[src/tehq_pkg.sv]
package tehq_pkg;

  localparam int Capacity = 32;
  localparam int TimeW = 32;
  localparam int HandleW = 5;
  localparam int NumHandles = 32;
  localparam int CountW = 6;
  localparam int AddrW = 5;

  localparam logic [1:0] REQ_INSERT = 2'd0;
  localparam logic [1:0] REQ_DELETE = 2'd1;
  localparam logic [1:0] REQ_TICK = 2'd2;

  localparam logic [1:0] ST_OK = 2'd0;
  localparam logic [1:0] ST_FULL = 2'd1;
  localparam logic [1:0] ST_QUEUED = 2'd2;
  localparam logic [1:0] ST_NOT_QUEUED = 2'd3;

  localparam logic [1:0] REG_WHOLE = 2'd0;
  localparam logic [1:0] REG_FRACTION = 2'd1;
  localparam logic [1:0] REG_DENOM = 2'd2;

  typedef struct packed {
    logic [TimeW-1:0] expiry;
    logic [HandleW-1:0] owner;
  } heap_entry_t;

  typedef struct packed {
    logic lt;
    logic le;
  } cmp_res_t;

endpackage

[src/tehq_heap_ram.sv]
module tehq_heap_ram (
  input  logic                       clk,
  input  logic                       we,
  input  logic [tehq_pkg::AddrW-1:0] waddr,
  input  tehq_pkg::heap_entry_t      wdata,
  input  logic [tehq_pkg::AddrW-1:0] raddr,
  output tehq_pkg::heap_entry_t      rdata
);
  import tehq_pkg::*;

  heap_entry_t mem [Capacity];

  always_ff @(posedge clk) begin
    if (we) begin
      mem[waddr] <= wdata;
    end
    rdata <= mem[raddr];
  end

endmodule

[src/tehq_rel_cmp.sv]
module tehq_rel_cmp (
  input  logic [tehq_pkg::TimeW-1:0] now,
  input  logic [tehq_pkg::TimeW-1:0] a,
  input  logic [tehq_pkg::TimeW-1:0] b,
  output tehq_pkg::cmp_res_t         res
);
  import tehq_pkg::*;

  logic [TimeW-1:0] ra;
  logic [TimeW-1:0] rb;

  // Keys are distances ahead of the current time, so the order wraps.
  always_comb begin
    ra = a - now;
    rb = b - now;
    res.lt = ra < rb;
    res.le = ra <= rb;
  end

endmodule

[src/timer_event_heap_queue.sv]
// Insert climbs the heap one level at a time. Delete moves the tail entry up or
// down the heap level by level. Tick runs one delete per expired event;
// each expired beat is strobed as it pops and busy stays high to the end.
// One request at a time: the next is taken in the cycle of the closing beat.
// rst is synchronous: it empties the heap, clears the handle table and time,
// and resets the tick registers.
module timer_event_heap_queue (
  input  logic        clk,
  input  logic        rst,
  input  logic        start,
  output logic        busy,
  input  logic [1:0]  req_type,
  input  logic [4:0]  event_handle,
  input  logic [31:0] due_time,
  output logic        strobe,
  output logic [1:0]  status,
  output logic [4:0]  expired_handle,
  output logic        handle_valid,
  output logic        last,
  output logic [31:0] now_time,
  input  logic        psel,
  input  logic        penable,
  input  logic        pwrite,
  input  logic [3:0]  paddr,
  input  logic [31:0] pwdata,
  output logic [31:0] prdata,
  output logic        pready
);
  import tehq_pkg::*;

  typedef enum logic [3:0] {
    S_IDLE, S_UP_RD, S_UP_CMP, S_DEL_TAIL, S_DEL_KEY, S_DEL_PCMP, S_DEL_END,
    S_DN_RDL, S_DN_RDR, S_DN_SEL, S_DN_CMP, S_PLACE, S_TK_RD, S_TK_CMP, S_TK_FIN
  } state_t;

  state_t state;
  logic [CountW-1:0] handle_slot [NumHandles];
  logic [CountW-1:0] heap_count;
  logic [TimeW-1:0] now_reg;
  logic [TimeW-1:0] next_tick_time;
  logic [15:0] tick_remainder;
  logic [15:0] tick_whole;
  logic [15:0] tick_fraction;
  logic [15:0] tick_denominator;

  logic [CountW-1:0] pos;
  logic [TimeW-1:0] key;
  logic [HandleW-1:0] key_owner;
  logic [HandleW-1:0] del_h;
  logic del_mode;
  logic in_tick;
  logic [TimeW-1:0] child_exp;
  logic [HandleW-1:0] child_own;
  logic [CountW-1:0] child_idx;

  logic mem_we;
  logic [AddrW-1:0] mem_waddr;
  heap_entry_t mem_wdata;
  logic [AddrW-1:0] mem_raddr;
  heap_entry_t mem_rdata;
  logic [TimeW-1:0] cmp_a;
  logic [TimeW-1:0] cmp_b;
  cmp_res_t cmp;

  logic [CountW:0] c_left;
  logic [CountW-1:0] parent;
  logic [CountW-1:0] pos_m1;
  logic [CountW-1:0] cnt_m1;
  logic [15:0] den;
  logic [15:0] frac;
  logic [16:0] sum;
  logic carry;
  logic [15:0] rem_next;
  logic [TimeW-1:0] next_tick_next;
  logic cfg_we;

  tehq_heap_ram u_ram (
    .clk  (clk),
    .we   (mem_we),
    .waddr(mem_waddr),
    .wdata(mem_wdata),
    .raddr(mem_raddr),
    .rdata(mem_rdata)
  );

  tehq_rel_cmp u_cmp (
    .now(now_reg),
    .a  (cmp_a),
    .b  (cmp_b),
    .res(cmp)
  );

  assign busy = (state != S_IDLE);
  assign pready = 1'b1;
  assign cfg_we = psel & penable & pwrite;

  always_comb begin
    case (paddr[3:2])
      REG_WHOLE:    prdata = {16'd0, tick_whole};
      REG_FRACTION: prdata = {16'd0, tick_fraction};
      REG_DENOM:    prdata = {16'd0, tick_denominator};
      default:      prdata = 32'd0;
    endcase
  end

  always_comb begin
    c_left = {pos, 1'b0};
    parent = pos >> 1;
    pos_m1 = pos - 1'b1;
    cnt_m1 = heap_count - 1'b1;
    den = (tick_denominator == 16'd0) ? 16'd1 : tick_denominator;
    frac = (tick_fraction < den) ? tick_fraction : den - 16'd1;
    sum = {1'b0, tick_remainder} + {1'b0, frac};
    carry = (sum >= {1'b0, den});
    rem_next = carry ? 16'(sum - {1'b0, den}) : sum[15:0];
    next_tick_next = next_tick_time + TimeW'(tick_whole) + TimeW'(carry);
  end

  always_comb begin
    mem_we = 1'b0;
    mem_waddr = pos_m1[AddrW-1:0];
    mem_wdata = mem_rdata;
    mem_raddr = '0;
    cmp_a = mem_rdata.expiry;
    cmp_b = key;
    case (state)
      S_UP_RD:    mem_raddr = AddrW'(parent - 1'b1);
      S_UP_CMP:   mem_we = !cmp.le;
      S_DEL_TAIL: mem_raddr = cnt_m1[AddrW-1:0];
      S_DEL_KEY:  mem_raddr = AddrW'(parent - 1'b1);
      S_DEL_PCMP: begin
        cmp_a = key;
        cmp_b = mem_rdata.expiry;
        mem_we = cmp.lt;
      end
      S_DN_RDL:   mem_raddr = AddrW'(c_left - 1'b1);
      S_DN_RDR:   mem_raddr = c_left[AddrW-1:0];
      S_DN_SEL:   cmp_b = child_exp;
      S_DN_CMP: begin
        cmp_a = key;
        cmp_b = child_exp;
        mem_we = !cmp.le;
        mem_wdata = '{expiry: child_exp, owner: child_own};
      end
      S_PLACE: begin
        mem_we = 1'b1;
        mem_wdata = '{expiry: key, owner: key_owner};
      end
      S_TK_CMP:   cmp_b = next_tick_time;
      default: ;
    endcase
  end

  always_ff @(posedge clk) begin
    if (rst) begin
      state <= S_IDLE;
      for (int i = 0; i < NumHandles; i++) begin
        handle_slot[i] <= '0;
      end
      heap_count <= '0;
      now_reg <= '0;
      next_tick_time <= TimeW'(1);
      tick_remainder <= '0;
      tick_whole <= 16'd1;
      tick_fraction <= 16'd0;
      tick_denominator <= 16'd1;
      strobe <= 1'b0;
      del_mode <= 1'b0;
      in_tick <= 1'b0;
    end else begin
      strobe <= 1'b0;
      if (cfg_we) begin
        case (paddr[3:2])
          REG_WHOLE: begin
            tick_whole <= pwdata[15:0];
            next_tick_time <= now_reg + TimeW'(pwdata[15:0]);
            tick_remainder <= '0;
          end
          REG_FRACTION: tick_fraction <= pwdata[15:0];
          REG_DENOM: begin
            tick_denominator <= pwdata[15:0];
            tick_remainder <= '0;
          end
          default: ;
        endcase
      end
      case (state)
        S_IDLE: begin
          if (start) begin
            expired_handle <= '0;
            handle_valid <= 1'b0;
            last <= 1'b1;
            now_time <= now_reg;
            status <= ST_OK;
            in_tick <= 1'b0;
            case (req_type)
              REQ_INSERT: begin
                if (handle_slot[event_handle] != '0) begin
                  status <= ST_QUEUED;
                  strobe <= 1'b1;
                end else if (heap_count >= CountW'(Capacity)) begin
                  status <= ST_FULL;
                  strobe <= 1'b1;
                end else begin
                  heap_count <= heap_count + 1'b1;
                  pos <= heap_count + 1'b1;
                  key <= due_time;
                  key_owner <= event_handle;
                  del_mode <= 1'b0;
                  state <= S_UP_RD;
                end
              end
              REQ_DELETE: begin
                if (handle_slot[event_handle] == '0 ||
                    handle_slot[event_handle] > heap_count) begin
                  status <= ST_NOT_QUEUED;
                  strobe <= 1'b1;
                end else begin
                  pos <= handle_slot[event_handle];
                  del_h <= event_handle;
                  del_mode <= 1'b1;
                  state <= S_DEL_TAIL;
                end
              end
              REQ_TICK: begin
                in_tick <= 1'b1;
                state <= S_TK_RD;
              end
              default: strobe <= 1'b1;
            endcase
          end
        end
        S_UP_RD: begin
          state <= (pos > CountW'(1)) ? S_UP_CMP : S_PLACE;
        end
        S_UP_CMP: begin
          if (cmp.le) begin
            state <= S_PLACE;
          end else begin
            handle_slot[mem_rdata.owner] <= pos;
            pos <= parent;
            state <= S_UP_RD;
          end
        end
        S_DEL_TAIL: state <= S_DEL_KEY;
        S_DEL_KEY: begin
          key <= mem_rdata.expiry;
          key_owner <= mem_rdata.owner;
          heap_count <= cnt_m1;
          if (cnt_m1 == '0) begin
            state <= S_DEL_END;
          end else if (pos > CountW'(1)) begin
            state <= S_DEL_PCMP;
          end else begin
            state <= S_DN_RDL;
          end
        end
        S_DEL_PCMP: begin
          if (cmp.lt) begin
            handle_slot[mem_rdata.owner] <= pos;
            pos <= parent;
            state <= S_UP_RD;
          end else begin
            state <= S_DN_RDL;
          end
        end
        S_DN_RDL: begin
          state <= (c_left <= {1'b0, heap_count}) ? S_DN_RDR : S_PLACE;
        end
        S_DN_RDR: begin
          child_exp <= mem_rdata.expiry;
          child_own <= mem_rdata.owner;
          child_idx <= c_left[CountW-1:0];
          state <= (c_left + 1'b1 <= {1'b0, heap_count}) ? S_DN_SEL : S_DN_CMP;
        end
        S_DN_SEL: begin
          if (cmp.lt) begin
            child_exp <= mem_rdata.expiry;
            child_own <= mem_rdata.owner;
            child_idx <= child_idx + 1'b1;
          end
          state <= S_DN_CMP;
        end
        S_DN_CMP: begin
          if (cmp.le) begin
            state <= S_PLACE;
          end else begin
            handle_slot[child_own] <= pos;
            pos <= child_idx;
            state <= S_DN_RDL;
          end
        end
        S_PLACE, S_DEL_END: begin
          if (state == S_PLACE) begin
            handle_slot[key_owner] <= pos;
          end
          // The removed handle is cleared last, after any move that named it.
          if (del_mode) begin
            handle_slot[del_h] <= '0;
          end
          if (in_tick) begin
            state <= S_TK_RD;
          end else begin
            strobe <= 1'b1;
            status <= ST_OK;
            state <= S_IDLE;
          end
        end
        S_TK_RD: begin
          state <= (heap_count != '0) ? S_TK_CMP : S_TK_FIN;
        end
        S_TK_CMP: begin
          if (cmp.le) begin
            strobe <= 1'b1;
            status <= ST_OK;
            expired_handle <= mem_rdata.owner;
            handle_valid <= 1'b1;
            last <= 1'b0;
            now_time <= next_tick_time;
            del_h <= mem_rdata.owner;
            del_mode <= 1'b1;
            pos <= CountW'(1);
            state <= S_DEL_TAIL;
          end else begin
            state <= S_TK_FIN;
          end
        end
        S_TK_FIN: begin
          now_reg <= next_tick_time;
          next_tick_time <= next_tick_next;
          tick_remainder <= rem_next;
          strobe <= 1'b1;
          status <= ST_OK;
          expired_handle <= '0;
          handle_valid <= 1'b0;
          last <= 1'b1;
          now_time <= next_tick_time;
          state <= S_IDLE;
        end
        default: state <= S_IDLE;
      endcase
    end
  end

endmodule

[config.mk]
export PLATFORM = sky130hd
export DESIGN_NAME = timer_event_heap_queue
export DESIGN_NICKNAME = d
export VERILOG_FILES = /design/src/tehq_pkg.sv /design/src/tehq_heap_ram.sv /design/src/tehq_rel_cmp.sv /design/src/timer_event_heap_queue.sv
export SDC_FILE = /design/constraint.sdc
export NUM_CORES = 2
export LEC_CHECK = 0
export ABC_AREA = 1
export BUFFER_PORTS_ARGS = -buffer_cell sky130_fd_sc_hd__buf_2
export CAP_MARGIN = 15
export CORE_MARGIN = 2
export CORE_UTILIZATION = 30
export CTS_CLUSTER_SIZE = 12
export DETAILED_ROUTE_END_ITERATION = 8
export GPL_TIMING_DRIVEN = 0
export PLACE_DENSITY = 0.42
export RECOVER_POWER = 100
export SYNTH_ARGS = -nofsm -noshare
export SYNTH_HDL_FRONTEND = slang
export SYNTH_HIERARCHICAL = 1
export SYNTH_SLANG_ARGS = --single-unit
[constraint.sdc]
create_clock -name clk -period 9.7 [get_ports clk]
set_input_delay 0 -clock clk [delete_from_list [all_inputs] [get_ports clk]]
set_output_delay 0 -clock clk [all_outputs]
set_load 0.03 [all_outputs]
* Word level (Yosys, flattened, before mapping)
Memory sizes are Yosys's and may differ from the RTL's. A register that Yosys moved wholly into a read port is not among the register bits.
Index checks and enable logic that the tools add are counted.
** Storage, ports and cells
- Word-level logic and storage cells :: 269
- Memory bits (writable) :: 1376
- Register bits :: 273
- Memories kept :: 2
- Output and inout bits :: 76
** Memory list
- u_ram.mem :: words 32, width 37, rd ports 1, clocked after Yosys merged registers in 1, wr ports 1, line tehq_heap_ram.sv:11 : heap_entry_t mem [Capacity];
- handle_slot :: words 32, width 6, rd ports 1, clocked after Yosys merged registers in 0, wr ports 32, line timer_event_heap_queue.sv:37 : logic [CountW-1:0] handle_slot [NumHandles];
** Operators by class
- Eq/ne operators :: 35
- Add/sub/neg operators :: 15
- Mux-type cells :: 136
- Reduce and logical (&&, ||, !) cells :: 45
- Bitwise logic cells :: 4
- $lt $le $gt $ge :: 9
** Operators with widths (count)
- $mux W32 :: 11
- $pmux W32 S3 :: 2
- $pmux W32 S2 :: 2
- $mux W16 :: 6
- $mux W6 :: 16
- $pmux W37 S2 :: 1
- $mux W5 :: 14
- $add A32 B16 Y32 :: 2
- $sub A32 B32 Y32 :: 2
- $pmux W4 S13 :: 1
- $pmux W16 S3 :: 1
- $mux W1 :: 43
- $mux W4 :: 9
- $pmux W6 S2 :: 3
- $add A32 B1 Y32 :: 1
- $le A32 B32 Y1 :: 1
- $lt A32 B32 Y1 :: 1
- $pmux W5 S2 :: 3
- $pmux W6 S5 :: 1
- $eq A4 B4 Y1 const B :: 7
- $reduce_or A6 Y1 :: 4
- $mux W2 :: 10
- $ne A2 B2 Y1 const B :: 10
- $pmux W5 S4 :: 1
- other kinds (52) :: 92

* Logic depth before layout (Yosys ltp)
- Word-level depth :: 14
- Mapped depth :: 50

* Modules after synthesis
The synthesis kept the hierarchy.
** By module, submodules not included
- tehq_heap_ram :: times used 1, cells an instance 4080, area an instance 49207.2 um^2
- timer_event_heap_queue :: times used 1, cells an instance 3972, area an instance 27809.2 um^2
- tehq_rel_cmp :: times used 1, cells an instance 1125, area an instance 5554.1 um^2

* Least setup slack after synthesis
OpenSTA, ideal clock, no wires.
- Kind :: reg-to-reg
- From :: reg tick_denominator[11]
- To :: reg next_tick_time[30]
- Required time :: 9583 ps
- Setup slack :: 2815 ps
- Stages on the path, launching flop included :: 46
- Path buffers :: 2
- Setup time :: 117 ps
- Clock period less this slack :: 6885 ps
- Arrival time :: 6768 ps
- Cell sequence :: dfxtp_1 > inv_1 > ha_1 > nand2_1 > inv_1 > nand3_1 > a31oi_1 > a2111oi_0 > nand2_1 > clkbuf_1 > nand2_1 > o21ai_0 > ha_1 > fa_1 > a21oi_1 > o21ai_0 > a21oi_1 > xor2_1 > [... 10 more ...] > clkbuf_1 > inv_1 > fa_1 > fa_1 > o21ai_0 > inv_1 > o21bai_1 > nand2_1 > nand2_1 > nand2_1 > nand2_1 > nand2_1 > nor2_1 > nand2_1 > nand3_1 > nand3_1 > nor2_1 > nor2_1
** Between the ends
- Word-level cells in the longest chain between the ends :: 8
** RTL lines
- from (decl) :: line timer_event_heap_queue.sv:44 : logic [15:0] tick_denominator;
- from (signal assigned) :: line timer_event_heap_queue.sv:181 : tick_denominator <= pwdata[15:0];
- $logic_not A16 Y1 :: line timer_event_heap_queue.sv:111 : den = (tick_denominator == 16'd0) ? 16'd1 : tick_denominator;
- $mux W16 * :: line timer_event_heap_queue.sv:111
- $sub A16 B1 Y16 or $lt A16 B16 Y1 (tied branches) :: line timer_event_heap_queue.sv:112 : frac = (tick_fraction < den) ? tick_fraction : den - 16'd1;
- $mux W16 :: line timer_event_heap_queue.sv:112
- $add A16 B16 Y17 :: line timer_event_heap_queue.sv:113 : sum = {1'b0, tick_remainder} + {1'b0, frac};
- $ge A17 B16 Y1 * :: line timer_event_heap_queue.sv:114 : carry = (sum >= {1'b0, den});
- $add A32 B1 Y32 * :: line timer_event_heap_queue.sv:116 : next_tick_next = next_tick_time + TimeW'(tick_whole) + TimeW'(carry);
- $mux W32 * :: line timer_event_heap_queue.sv:187 : case (state)
- to (signal assigned) :: line timer_event_heap_queue.sv:162 : next_tick_time <= TimeW'(1);
- to (signal assigned) :: line timer_event_heap_queue.sv:176 : next_tick_time <= now_reg + TimeW'(pwdata[15:0]);
- to (signal assigned) :: line timer_event_heap_queue.sv:330 : next_tick_time <= next_tick_next;
- to (decl) :: line timer_event_heap_queue.sv:40 : logic [TimeW-1:0] next_tick_time;
Mark *: on every way between the ends. The rest lies on a longest branch, timed or not.
A chain may end at the register's enable or synchronous reset.

==> flow_summary.yaml <==
run_status:
  status: "finished, final reports clean"
die:
  chipHeight_microns: 529
  rows: 192
  die_w_microns: 529
  die-area_sq_um: 279000
  initial_utilization_pct: 30.2
  pin_count: 157
  coreArea_sq_um: 274000
timing:
  clock_skew_ns: 0.104
  worst_pin_slew_ns: 1.27
  finalSetupViolCount: 0
  finalCriticalPeriod_ns: 9.28
  holdWs_ns: 0.0590
  finalWorstSetupSlack_ns: 0.424
  period_share_pct: 95.6
  rsz0062_at_grt: "yes"
  slew-limit-headroom_pct: 15.3
  slew_violations: 0
  hold_viol_final: 0
  max_freq_mhz: 108
finish:
  nNetsFinal: 9989
  layout.cells.most_common_list: "nand2_1, nand3_1, edfxtp_1, inv_1, a21oi_1"
  final_common_cell: "nand2_1"
  max_flop_register: "u_ram/mem"
  instances_no_fill: 13461
  top_regs: "u_ram/mem x1184, handle_slot x192, u_ram/rdata x37"
  largest_reg_flops: 1184
  syn_to_final_growth_pct: 18.0
  drive_above_1_share_pct: 9.07
clocking:
  cts_made_buffers: 201
  clockBufferDepth: 4
  clkSinkCount: 1686
  root_buffer: "clkbuf_16"
  clk_pin_slew_ns: 0.07
  clkLatencyLatePin_ns: 0.89
  ctsHtreeMaxLevel: 4
  cts_tree: "done"
synth:
  yosysWarnings: 6
  yosys.area_share.simple_pct: 26.0
  synth_top_family_by_area: "simple AND/OR/NAND/NOR gates"
  synthFlopType: "edfxtp_1"
  post_synth.cell_area_avg_sq_um: 9.00
  synth.cell_area_sq_um: 82600
  synth_fa_ha_area_share_pct: 3.09
  synth-compound-area-share_pct: 6.64
  synthArstFlopShare_pct: 0
  synth_mux_area_share_pct: 0
  postSynthCellCount: 9177
  synth_edf_count: 1316
  ys_seq_elements: 1686
  ys_types: 63
  synth_top_area_cell: "edfxtp_1"
  synth.area.top_cells: "edfxtp_1, nand2_1, dfxtp_1, nand3_1, ha_1"
  synthXorXnorAreaFrac_pct: 1.06
  synth.top_cell.area_share_pct: 47.9
  synth-seq-area-share_pct: 56.8
critical_path:
  crit_start: "state[3]$_SDFFE_PP0P_"
  endpoint_kind: "register"
  required_ns: 10.23
  cp.depth: 32
  worstPathArrival_ns: 9.81
  max_stage_delay_ns: 0.95
  reg2reg_to: "u_ram/mem[29][20]$_DFFE_PP_"
  cp_common_cell: "nand2_1"
  crit_family: "simple AND/OR/NAND/NOR gates"
  crit_slowest_cell: "nor2_4"
  critPathKind: "register to register"
  rr_startpoint: "state[3]$_SDFFE_PP0P_"
  critPathMaxFanout: 21
  cp-start-kind: "register"
  timing.critical_path.buf_inv: 6
  r2r_cells: 32
  rrSetupSlack_ns: 0.42
  endpoint: "u_ram/mem[29][20]$_DFFE_PP_"
job:
  maxCapViolCount: 0
placed_design:
  dp_cells: 12983
  finalWeightedCongestion: 0.950
  dp_hpwl_mm: 255
  place_ws_ns: 0.293
  io_buffers: 118
route:
  drt_iter0_drc: 7063
  drc: 0
  dr.pass1.iters: 6
  avgViaCountPerCell: 5.15
  drt-total-wl_mm: 350
  vias: 69291
  ant_nets: 0
  drt-wirelength-per-cell_microns: 26.0
grt:
  grt_pass1_vias: 65571
  track_usage_pct: 24.4
  grt_pass1_wl_mm: 490
  grt_antenna_before_repair: 23
  grt_start_max_net_pins: 33
  grt_overflow: 0
pwr:
  p_per_area_nw_per_um2: 266
  irDropWorstVdd_v: 0.000169
  leakagePower_nw: 38.1
  power.total_mw: 26.0
min_path:
  hold_class: "input pin to register"
-- metrics by stage --
step / util, % / area, sq um / setup TNS (ns)
after floorplan: - / 82600 / 0
after global placement: 32.1 / 87700 / -2185.77
after detailed placement: 32.9 / 89900 / 0
after CTS: 35.5 / 97200 / 0
after global routing: 35.6 / 97400 / -1.59
final: 35.6 / 97500 / 0
-- synth_stat cells, types with 16 or more instances --
library cell  instances
nor2_1              385
nor3_1               44
o2111ai_1            16
xnor2_1              32
inv_1               593
xor2_1               68
buf_6                80
o211ai_1             26
o22ai_1              44
a21oi_1             469
edfxtp_1           1316
clkbuf_1            163
dfxtp_1             370
nand4_1              37
ha_1                193
a211oi_1             18
nand2_2              32
o221ai_1             17
o21bai_1             21
buf_4                48
nand2_1            3089
buf_2               138
o21ai_0             324
nand3_1            1469
buf_1                31
-- what timing repair did --
item,CTS,global route
hold buffers,89,0
buffers inserted,0,22
setup endpoints to repair,0,207
resized for setup,0,3
endpoints found under the hold margin,143,0
-- cell type report --
type	instances	area, sq um
tap	3589	4490
fill	27868	176000
multi-input combinational	6418	31000
buffer	473	2900
timing repair buffer	314	3440
sequential	1686	46900
clock buffer	257	5490
clock inverter	100	881
inverter	614	2320
antenna	10	25.0
-- worst register-to-register path, delay by kind of cell (launching register included) --
kind	cells	cell delay, ns
simple gates	22	5.62
buf+inv	6	1.72
fa+ha+maj	3	0.96
flops	1	0.38
compound gates	1	0.29
-- where the power goes --
| part | leakage, nW | total [mW] | switching (mW) | internal, mW |
|---|---|---|---|---|
| clock | 3.15 | 7.49 | 3.14 | 4.34 |
| sequential | 14.9 | 8.99 | 0.163 | 8.83 |
| combinational | 20.0 | 9.49 | 7.05 | 2.45 |
| total | 38.1 | 26.0 | 10.4 | 15.6 |
-- kinds of logic (layout without fill, tap and decap cells) --
family | Yosys count | in the layout
AO/OA/AOI/OAI | 994 | 994
buffers and inverters | 1088 | 1758
AND/OR/NAND/NOR | 5107 | 5107
other | 2 | 27
XOR/XNOR | 100 | 100
adder cells (fa/ha/maj) | 200 | 200
flip-flops | 1686 | 1686
-- per-layer routing --
layer | track usage, % | vias up | part of all wire, %
met5 | 0 | - | 0.0037
met4 | 9.09 | 2 | 4.0
met3 | 3.05 | 503 | 6.0
met2 | 39.0 | 2482 | 45
met1 | 33.6 | 34049 | 45
li1 | - | 32255 | -
-- worst min path at each step --
stage	end	from	cells after the start
after floorplan	tick_denominator[0]$_SDFFE_PP1P_	pwdata[0]	2
after global placement	key[2]$_DFFE_PP_	due_time[2]	3
after detailed placement	key[5]$_DFFE_PP_	due_time[5]	3
after CTS	tick_fraction[5]$_SDFFE_PP0P_	pwdata[5]	4
after global routing	tick_fraction[14]$_SDFFE_PP0P_	pwdata[14]	4
final	tick_fraction[14]$_SDFFE_PP0P_	pwdata[14]	4
Power figures use the tool's default switching activity.
